===== config.mk =====
export PLATFORM = sky130hd
export DESIGN_NAME = dtt_row_mem
export DESIGN_NICKNAME = d
export VERILOG_FILES = /design/src/hw/rtl/dtt_row_mem.sv
export SDC_FILE = /design/constraint.sdc
export NUM_CORES = 2
export LEC_CHECK = 0
export BUFFER_PORTS_ARGS = -buffer_cell sky130_fd_sc_hd__buf_2
export CAP_MARGIN = 20
export CORE_MARGIN = 2
export CORE_UTILIZATION = 30
export DETAILED_ROUTE_END_ITERATION = 10
export SYNTH_ARGS = -nofsm -noshare
export SYNTH_HDL_FRONTEND = slang
export SYNTH_SLANG_ARGS = --single-unit

===== constraint.sdc =====
create_clock -name clk -period 17.9 [get_ports clk]
set_input_delay 0.895 -clock clk [delete_from_list [all_inputs] [get_ports clk]]
set_output_delay 0.895 -clock clk [all_outputs]
set_load 0.05 [all_outputs]

===== src/hw/rtl/dtt_row_mem.sv =====
// Bitmap row memory with per-row valid bits; an unwritten row reads as all ones.
module dtt_row_mem #(
  parameter int ROWS  = 64,
  parameter int WIDTH = 64,
  localparam int AW   = (ROWS > 1) ? $clog2(ROWS) : 1
) (
  input  logic             clk,
  input  logic             rst_n,
  input  logic             clr_all,
  input  logic             rd_en,
  input  logic [AW-1:0]    rd_addr,
  output logic [WIDTH-1:0] rd_data,
  input  logic             wr_en,
  input  logic [AW-1:0]    wr_addr,
  input  logic [WIDTH-1:0] wr_data
);

  logic [WIDTH-1:0] mem [ROWS];
  logic [ROWS-1:0]  vld_r;
  logic [WIDTH-1:0] q_r;
  logic             q_vld_r;

  always_ff @(posedge clk) begin
    if (wr_en) begin
      mem[wr_addr] <= wr_data;
    end
    if (rd_en) begin
      q_r <= mem[rd_addr];
    end
  end

  always_ff @(posedge clk) begin
    if (!rst_n) begin
      vld_r   <= '0;
      q_vld_r <= 1'b0;
    end else begin
      if (clr_all) begin
        vld_r <= '0;
      end else if (wr_en) begin
        vld_r[wr_addr] <= 1'b1;
      end
      if (rd_en) begin
        q_vld_r <= vld_r[rd_addr];
      end
    end
  end

  assign rd_data = q_vld_r ? q_r : '1;

endmodule


## After elaboration in Yosys (flattened, before gate mapping)

Memories as Yosys holds them, arrays and structs flattened. A register that Yosys moved wholly into a read port is not among the register bits.
Index checks and enable logic that the tools add are counted.

| storage, ports and cells | value |
|---|---|
| memories | 1 |
| logic and storage cells | 17 |
| output and inout port bits | 64 |
| RAM bits | 4096 |
| register bits after elaboration | 65 |
| input port bits | 81 |

Memory list:

| memory | depth | width | rd ports | clocked after Yosys merged registers in | wr ports | line | RTL |
|---|---|---|---|---|---|---|---|
| mem | 64 | 64 | 1 | 1 | 1 | 18 | `logic [WIDTH-1:0] mem [ROWS];` |

| cells by class | value |
|---|---|
| reductions and logical operators | 2 |
| mux-type cells | 7 |
| bitwise gates (word level) | 2 |
| $lt $le $gt $ge | 3 |

Operators with widths:

| cell | number |
|---|---|
| 64-bit 2-to-1 mux | 1 |
| 64-bit OR | 1 |
| 6-bit by 7-bit < comparator with 1-bit output (second input constant) | 2 |
| 1-bit binary-select mux with 6-bit select | 1 |
| 1-bit demux with 6-bit select | 1 |
| 6-bit by 1-bit greater-or-equal comparator with 1-bit output (second input constant) | 1 |
| 1-bit 2-to-1 mux | 4 |
| 2-bit OR reduction | 1 |
| 1-bit logical AND | 1 |
| 1-bit inverter | 1 |

## Longest topological paths before layout

| depth | value |
|---|---|
| word-level depth | 5 |
| gate-level depth with buffers | 9 |
| depth with buffers taken out | 5 |

## Worst setup path after synthesis

Ideal clock, no wire load.

| timing | value |
|---|---|
| path kind | input port to flip-flop |
| from | input port wr_en |
| to | memory mem[40][0], enable pin |
| path slack | 11558 ps |
| data required time | 17333 ps |
| arrival time | 5775 ps |
| stages on the path | 3 |
| buffers on the path | 0 |
| setup time | 567 ps |
| cell sequence | nor2b_1 nand3_1 nor3_1 |

| between the ends | value |
|---|---|
| word-level cells in the longest chain between the ends | 2 |

RTL lines:

| item | line | RTL |
|---|---|---|
| from (decl) | 13 | `input logic wr_en,` |
| 1-bit 2-to-1 mux | 24 | `if (wr_en) begin` |
| 1-bit 2-to-1 mux (not written as such) | 25 | `mem[wr_addr] <= wr_data;` |
| to (decl) | 18 |  |

No other way between the ends.

==> run_results.csv <==
group,metric,value,unit
synthesis,synth_top_area_frac,0.782,
critical_path,worst_setup_path_start_kind,"input port",
synthesis,yosys_warnings,0,
global_routing,grt_pass1_vias,74019,
placed_design,dp_hpwl,226000,um
timing,finalSetupTns,0,ps
routing,drc,0,
global_routing,grt_max_degree,157,
synthesis,synthesis.nets,6248,
timing,max_freq,0.173,GHz
final_layout,syn_to_final_growth,15.2,%
synthesis,synth_edf_count,4160,
timing,finalSetupViolCount,0,
synthesis,ys_ff_latch,4225,
routing,vias,73868,
routing,drtAntennaViolNets,0,
global_routing,grt_overflow,0,
synthesis,synth.most_common_cell,"edfxtp_1",
clocking,post_cts_resized,0,
die,dieArea,0.538,mm2
timing,rsz0062_at_grt,"no",
routing,drt_first_pass_iters,5,
clocking,tritoncts,"yes",
min_path,hold_start,"wr_data[17]",
timing,max_slew_margin,0.149,
synthesis,syn_inst,6167,
critical_path,r2r-end,"q_r[46]$_DFFE_PP_",
die,row_count,268,
die,pin_count,145,
die,core-area,0.531,mm2
final_layout,nNetsFinal,6697,
routing,drt-total-wl,448000,um
die,fp.dieH,734,um
synthesis,avgSynthCellArea,25.9,um2
critical_path,critical_path_class,"input port to register",
critical_path,endpoint_kind,"register",
timing,hold_viol,0,
clocking,htree_num_levels,5,
critical_path,ff2ff_path_depth,3,
clocking,clock_path_buffers,4,
synthesis,synth_ff_type,"edfxtp_1",
synthesis,synth.top_cells.by_count,"edfxtp_1 (4160), mux4_2 (1356), clkbuf_1 (182)",
synthesis,post_synth_instance_area,0.160,mm2
final_layout,fin_util,0.346,
critical_path,path_max_fanout,128,
clocking,clock_latency,990,ps
power,irDropWorstVdd,90.2,uV
outcome,status,"finished clean",
placed_design,portBuffers,144,
global_routing,grt_first_pass_wirelength,613000,um
global_routing,grt_usage,0.162,
timing,period_share,0.323,
timing,worst_pin_slew,1280,ps
global_routing,antenna_found_initial,62,
final_layout,drive_above_1_share,0.338,
min_path,min_to,"mem[5][17]$_DFFE_PP_",
synthesis,synth_area_leaders,"edfxtp_1 (78%), mux4_2 (19%), dfxtp_1 (0.81%)",
min_path,hold_class,"input port to register",
timing,period_needed,5780,ps
synthesis,yosysSeqAreaShare,0.790,
critical_path,worst_ep_required_time,18610,ps
clocking,cts_setup_buffers,0,
routing,avgViaCountPerCell,5.27,
synthesis,ys_types,31,
placed_design,place_congestion,0.752,
clocking,cts_hold_buf,0,
synthesis,async_reset_ff_frac,0,
clocking,cts-root-buf,"clkbuf_16",
timing,finalClockSkew,77.4,ps
routing,wire_per_inst,32.0,um
clocking,numCtsBuffers,426,
routing,drt_first_iter_violations,10867,
clocking,path_clk_slew,60,ps
critical_path,cp.arrival,6490,ps
synthesis,yosysTopAreaCell,"edfxtp_1",
clocking,clkSinkCount,4225,
power,p_leak,55.5,nW
timing,maxSlewViolCount,0,
die,start_util,0.301,
run,max_cap_viol_count,0,
critical_path,worstReg2RegStart,"mem[62][46]$_DFFE_PP_",
die,fp.dieW,734,um
min_path,hold_depth,1,
critical_path,rrSetupSlack,15570,ps
power,power_density,112,mW/mm2
-- worst max-delay path, cell delays in order --
cell and delay (ps):
buf_8 520, buf_12 630, buf_4 850, buf_4 780, buf_4 920, mux4_2 420
mux4_2 540, mux4_2 490
-- cells in the final DEF, fill, tap and decap left out, types with 6 or more instances in the layout --
cell        Yosys  final
edfxtp_1     4160   4160
mux4_2       1356   1356
clkbuf_16       0    432
buf_4          10    186
buf_2          85    137
clkinv_1        0    123
clkbuf_1      182     80
clkinv_2        0     72
nand2b_1       71     71
o21a_1         64     64
dfxtp_1        65     64
nor2_4          0     60
bufinv_16       0     40
diode_2         0     16
buf_12          0     14
clkinvlp_4      0     11
nand3_1        10     10
clkinv_16       0      9
nor2b_1         8      7
mux2i_1         6      6
-- routing by layer --
layer,GRT usage,part of all wire,vias to the layer above
met4,0.0407,0.027,32
met1,0.223,0.40,41254
met5,0,0.00044,-
met3,0.0327,0.095,760
met2,0.264,0.48,3789
li1,-,-,28033
-- how the worst max path moves through the flow --
stage	slack, ps	cells past startpoint	start	endpoint
after floorplan	11560	3	wr_en	mem[40][0]$_DFFE_PP_
after global placement	11090	8	rd_addr[0]	q_r[36]$_DFFE_PP_
after detailed placement	11030	8	rd_addr[0]	q_r[39]$_DFFE_PP_
after CTS	12030	8	rd_addr[0]	q_r[25]$_DFFE_PP_
after global routing	11670	8	rd_addr[0]	q_r[25]$_DFFE_PP_
final	12120	8	rd_addr[2]	q_r[51]$_DFFE_PP_
-- power breakdown --
group / internal [mW] / leakage [nW] / switching (mW)
Sequential: 11.0 / 38.0 / 0.0348
Combinational: 0.381 / 10.8 / 0.520
Clock: 5.02 / 6.70 / 3.78
Total: 16.4 / 55.5 / 4.33
-- flip-flops by register name, indices dropped and copies added, names as in the netlist --
signal	cells
q_r	64
mem	4096
vld_r	64
q_vld_r	1
-- stage by stage --
step / total power [mW] / area (um2) / setup WS [ps] / cells / hold WS (ps)
2_1_floorplan: 11.7 / 160000 / 11560 / 6167 / 435
3_3_place_gp: 12.1 / 170000 / 11090 / 13195 / 440
3_5_place_dp: 12.1 / 170000 / 11030 / 13199 / 450
4_1_cts: 20.8 / 184000 / 12030 / 13987 / 204
5_1_grt: 21.2 / 184000 / 11670 / 14000 / 174
6_report: 20.7 / 184000 / 12120 / 14012 / 210
-- logic make-up after synthesis --
logic type / synth area share
muxes: 0.192
and+or+nand+nor: 0.00566
DFF: 0.790
AOI/OAI and AO/OA: 0.00365
buffers and inverters: 0.00877
-- layout make-up --
type / instances / area [um2]
fillers: 47998 / 348000
multi-input cells: 1615 / 32600
clock inverters: 273 / 2630
clock buffers: 515 / 11200
flip-flops and latches: 4225 / 126000
well taps: 7020 / 8780
diodes: 16 / 40.0
repair buffers: 348 / 2560
No activity file was read; power rests on OpenSTA's default activity.
