--- src/hw/rtl/dtt_pkg.sv ---
// Shared types, widths and codes for the dirty tile tracker.
package dtt_pkg;

  localparam int CANVAS_W   = 13;
  localparam int TILE_IDX_W = 6;
  localparam int PIX_W      = 12;
  localparam int RECT_W     = 7;
  localparam int FUNC_W     = 3;
  localparam int KIND_W     = 2;
  localparam int CFG_IDX_W  = 1;

  localparam logic [FUNC_W-1:0] FUNC_RENDER    = 3'd0;
  localparam logic [FUNC_W-1:0] FUNC_MAIN_SCAN = 3'd1;
  localparam logic [FUNC_W-1:0] FUNC_NAV_SCAN  = 3'd2;
  localparam logic [FUNC_W-1:0] FUNC_MARK_ALL  = 3'd3;
  localparam logic [FUNC_W-1:0] FUNC_RESTART   = 3'd4;

  localparam logic [KIND_W-1:0] KIND_ACK   = 2'd0;
  localparam logic [KIND_W-1:0] KIND_TILE  = 2'd1;
  localparam logic [KIND_W-1:0] KIND_EMPTY = 2'd2;

  localparam logic [CFG_IDX_W-1:0] CFG_WIDTH  = 1'd0;
  localparam logic [CFG_IDX_W-1:0] CFG_HEIGHT = 1'd1;

  typedef enum logic [1:0] {
    ST_IDLE,
    ST_EXEC,
    ST_SCAN
  } state_t;

  // Geometry of one tile along one axis.
  typedef struct packed {
    logic              present;
    logic [RECT_W-1:0] rect;
    logic [PIX_W-1:0]  pix;
  } geo_t;

endpackage

--- src/hw/rtl/dtt_geom.sv ---
// Tile geometry along one axis: presence, rectangle size and pixel origin.
module dtt_geom #(
  parameter int TILE_SIZE = 64,
  parameter int MAX_TILES = 64,
  localparam int PROD_W   = $clog2((1 << dtt_pkg::TILE_IDX_W) * TILE_SIZE + 1),
  localparam int GEO_W    = (PROD_W > dtt_pkg::CANVAS_W) ? PROD_W : dtt_pkg::CANVAS_W
) (
  input  logic [dtt_pkg::CANVAS_W-1:0]   size,
  input  logic [dtt_pkg::TILE_IDX_W-1:0] idx,
  output dtt_pkg::geo_t                  geo,
  output logic [GEO_W-1:0]               sat_size
);
  import dtt_pkg::*;

  localparam logic [GEO_W-1:0] LIMIT = GEO_W'(MAX_TILES * TILE_SIZE);
  localparam logic [GEO_W-1:0] TS    = GEO_W'(TILE_SIZE);

  logic [GEO_W-1:0] size_ext;
  logic [GEO_W-1:0] start;
  logic [GEO_W-1:0] remain;
  logic [GEO_W-1:0] rect_full;

  assign size_ext  = GEO_W'(size);
  assign sat_size  = (size_ext > LIMIT) ? LIMIT : size_ext;
  assign start     = GEO_W'(GEO_W'(idx) * TS);
  assign remain    = sat_size - start;
  assign rect_full = (remain < TS) ? remain : TS;

  always_comb begin
    geo.present = start < sat_size;
    geo.rect    = geo.present ? RECT_W'(rect_full) : '0;
    geo.pix     = PIX_W'(start);
  end

endmodule

--- config.mk ---
export PLATFORM = sky130hd
export DESIGN_NAME = dtt_geom
export DESIGN_NICKNAME = d
export VERILOG_FILES = /design/src/hw/rtl/dtt_pkg.sv /design/src/hw/rtl/dtt_geom.sv
export SDC_FILE = /design/constraint.sdc
export NUM_CORES = 1
export LEC_CHECK = 0
export ABC_AREA = 1
export ABC_CLOCK_PERIOD_IN_PS = 5610
export BUFFER_PORTS_ARGS = -buffer_cell sky130_fd_sc_hd__buf_2
export CORE_UTILIZATION = 35
export DETAILED_ROUTE_END_ITERATION = 7
export GPL_ROUTABILITY_DRIVEN = 0
export PLACE_DENSITY = 0.78
export RECOVER_POWER = 100
export SETUP_SLACK_MARGIN = 0.02
export SYNTH_ARGS = -nofsm -noshare
export SYNTH_HDL_FRONTEND = slang
export SYNTH_SLANG_ARGS = --single-unit
--- constraint.sdc ---
create_clock -name vclk -period 5.61
set_input_delay 0.561 -clock vclk [all_inputs]
set_output_delay 0.561 -clock vclk [all_outputs]
set_load 0.05 [all_outputs]
# Yosys cells after proc, flatten, opt, wreduce, memory -nomap -nowiden
# Cells that the tools add are included.
[word_totals]
regBits = 0
in_bits = 19
output_inout_bits = 33
elab_cells = 7
[classes]
n_addsub = 1
magnitude_cmp = 3
mux = 3
[op_table]
columns = ["cell", "n"]
rows = [
  ["two-way mux 7 bit", 2],
  ["greater-than comparator 13 bit, second input constant", 1],
  ["< comparator 12 x 13 -> 1 bit", 1],
  ["< comparator 13 x 7 -> 1 bit, second input constant", 1],
  ["two-way mux 13 bit", 1],
  ["subtractor 13 x 12 -> 13 bit", 1],
]

# Longest topological paths before layout
[depth]
ltp_word = 6
mapped_depth = 18
depth_no_buf = 18

# Worst setup path before layout
# OpenSTA, ideal clock, no wires.
[synth_timing]
kind = "input -> output"
start = "input port size[4] (netlist bit)"
end = "output port geo[12] (netlist bit)"
arrival_ns = 3.584
t_required_ns = 5.049
setup_slack_ns = 1.465
stages = 14
path_buffers = 0
cell_sequence = "nor2_1 nand2_1 nor2_1 nand2_1 nand2_4 inv_2 nor2_1 fa_1 nand3b_1 nor2_1 nand3_1 nor2_2 nand4_4 nor2_1"
[synth_rtl]
columns = ["element", "line", "rtl"]
rows = [
  ["from (decl)", "dtt_geom.sv:8", "input logic [dtt_pkg::CANVAS_W-1:0] size,"],
  ["to (decl)", "dtt_geom.sv:10", "output dtt_pkg::geo_t geo,"],
]

==> results.py <==
metrics = {
    "sta": {
        "worst_pin_slew_ns": 0.601,
        "drv_slew": 0,
        "finalCritPeriodShare": 0.667,
        "finalHoldViolations": 0,
        "relSlewSlack": 0.601,
        "setup_viol": 0,
        "clock.fmax_mhz": 267,
        "finalCriticalPeriod_ns": 3.74,
        "finalSetupTns_ns": 0,
        "fin_ws_ns": 1.87,
        "rsz0062_at_grt": "false",
    },
    "placement": {
        "io_buffers": 46,
        "pre_cts_ws_ns": 2.11,
        "hpwl_um": 1340,
    },
    "synthesis": {
        "synth_cells": 122,
        "postSynthAreaPerCell_um2": 5.29,
        "yosys_warnings": 0,
        "synth_cell_types": 21,
        "syn_area_um2": 646,
        "yosysSeqAreaShare": 0,
    },
    "power_and_ir_drop": {
        "comb_power_share": 1.000,
        "internal_power_mw": 0.0235,
        "seqPwrFrac": 0,
        "max-vdd-ir-drop_mv": 0.0535,
        "power_density_nw_per_um2": 122,
        "clkPwrFrac": 0,
        "p_sw_mw": 0.0739,
        "switching_share": 0.759,
        "leakage_nw": 0.506,
    },
    "final_layout": {
        "drive_above_1_share": 0.156,
        "diodes": 0,
        "seq_cell_count": 0,
        "seqCellArea_um2": 0,
        "finalNetCount": 188,
        "clkbuf_count": 0,
        "nFillCells": 206,
        "area_growth_syn_to_layout_pct": 23.4,
    },
    "routing": {
        "routed_wl_um": 1500,
        "met2_length_um": 708,
        "first_pass_iters": 4,
        "ant_nets": 0,
        "dr.first_iter.drc_count": 14,
        "routed_via_density": 4.31,
        "met1_length_um": 679,
        "drc": 0,
        "highest_layer": "met3",
        "wl_met3_um": 114,
        "wire_per_inst_um": 8.11,
        "via_count": 797,
    },
    "floorplanning": {
        "start_util": 0.374,
        "die_y_um": 45.0,
        "die_area_um2": 2020,
        "core_um2": 1730,
        "fp-row-count": 15,
        "io_pins": 52,
        "die_x_um": 45.0,
    },
    "cts": {
        "cts-hold-fix-buffers": 0,
        "postCtsSetupRepairBufs": 0,
        "ctsResizeCount": 0,
    },
    "outcome": {
        "outcome": "finished, final reports clean",
    },
    "worst_setup_path": {
        "cp_slowest_stage_delay_ns": 0.47,
        "crit_family": "simple AND/OR/NAND/NOR gates",
        "crit_path_end_kind": "output pin",
        "start_kind": "primary input",
        "worstSetupPathDepth": 16,
        "crit_path_start": "size[4]",
        "cp-endpoint": "geo[14]",
        "cp_cell_sequence": "buf_2 > nor2_1 > nand2_1 > nor2_1 > nand2_1 > nand2_4 > inv_2 > nor2_1 > fa_1 > nand3b_1 > nor2_1 > nand3_1 > nor2_1 > nand4_4 > nor2_1 > clkbuf_1",
        "crit_path_top_delay_cell": "clkbuf_1",
        "crit_arrival_ns": 3.18,
        "critPathKind": "primary input to output pin",
        "cp_num_buf_inv": 3,
        "cp_common_cell": "nor2_1",
        "cp_max_fo": 8,
        "cp_data_required_time_ns": 5.05,
    },
    "job": {
        "drv_cap": 0,
    },
    "grt": {
        "antenna_found_initial": 0,
        "first_global_vias": 631,
        "grt_pass1_wl_um": 2350,
        "overflow": 0,
        "grt_usage": 0.145,
        "grt_max_degree": 9,
    },
    "min_path": {
        "hp-class": "primary input to output pin",
    },
}
-- layout make-up --
class                           count  area, um^2  share of cell area
Inverter                           28         105               0.132
Multi-Input combinational cell     86         463               0.581
Tap cell                           25        31.3              0.0392
Timing Repair Buffer               46         198               0.248
-- per-stage QoR --
stage	hold slack (ns)	power, mW	util	std cells	instance area [um^2]
3_5_place_dp	1.42	0.0997	0.482	185	832
3_3_place_gp	1.42	0.0984	0.482	185	832
5_1_grt	1.51	0.106	0.462	185	797
4_1_cts	1.42	0.100	0.482	185	832
6_report	1.51	0.0974	0.462	185	797
2_1_floorplan	1.29	0.0835	-	127	664
-- metal layers --
metal / vias to the layer above / GRT usage
met4: 0 / 0
met2: 35 / 0.287
met1: 337 / 0.184
met5: - / 0
li1: 425 / -
met3: 0 / 0
-- worst min path at each step --
stage               startpoint  slack [ns]  cells after the start      end
floorplan               idx[4]        1.29                      1  geo[10]
global placement        idx[2]        1.42                      2   geo[8]
detailed placement      idx[1]        1.42                      2   geo[7]
CTS                     idx[1]        1.42                      2   geo[7]
global route            idx[4]        1.51                      2  geo[10]
finish                  idx[4]        1.51                      2  geo[10]
-- layout by cell type (no fill, tap or decap), drive strengths merged, types with 2 or more instances in the layout --
master  count
buf        20
inv        28
nor2       26
nand4       2
clkbuf     26
a21oi       5
nand3       5
a21o        2
nand3b      2
conb        6
ha          6
nand2      29
-- synthesized netlist by cell type, drive strengths merged --
| cell | number | share of area |
|---|---|---|
| a21o | 2 | 0.023 |
| a21oi | 5 | 0.045 |
| buf | 12 | 0.14 |
| clkbuf | 1 | 0.0058 |
| conb | 1 | 0.0058 |
| fa | 1 | 0.031 |
| ha | 6 | 0.12 |
| inv | 28 | 0.16 |
| nand2 | 29 | 0.18 |
| nand3 | 5 | 0.039 |
| nand3b | 2 | 0.023 |
| nand4 | 2 | 0.043 |
| nor2 | 26 | 0.16 |
| o41ai | 1 | 0.014 |
| xor2 | 1 | 0.014 |
-- power by group through the flow --
stage	combinational [mW]	sequential (mW)	clock, mW
6_report	0.0974	0	0
5_1_grt	0.106	0	0
4_1_cts	0.100	0	0
3_5_place_dp	0.0997	0	0
3_3_place_gp	0.0984	0	0
2_1_floorplan	0.0835	0	0
-- logic make-up (layout without fill, tap and decap cells) --
family          Yosys count  in the layout  synth area share
compound gates            8              8            0.0814
xor+xnor                  1              1            0.0136
fa+ha+maj                 7              7             0.147
buf+inv                  41             74             0.308
other cells               1              6           0.00581
simple gates             64             64             0.444
(Power assumes the default switching activity.)
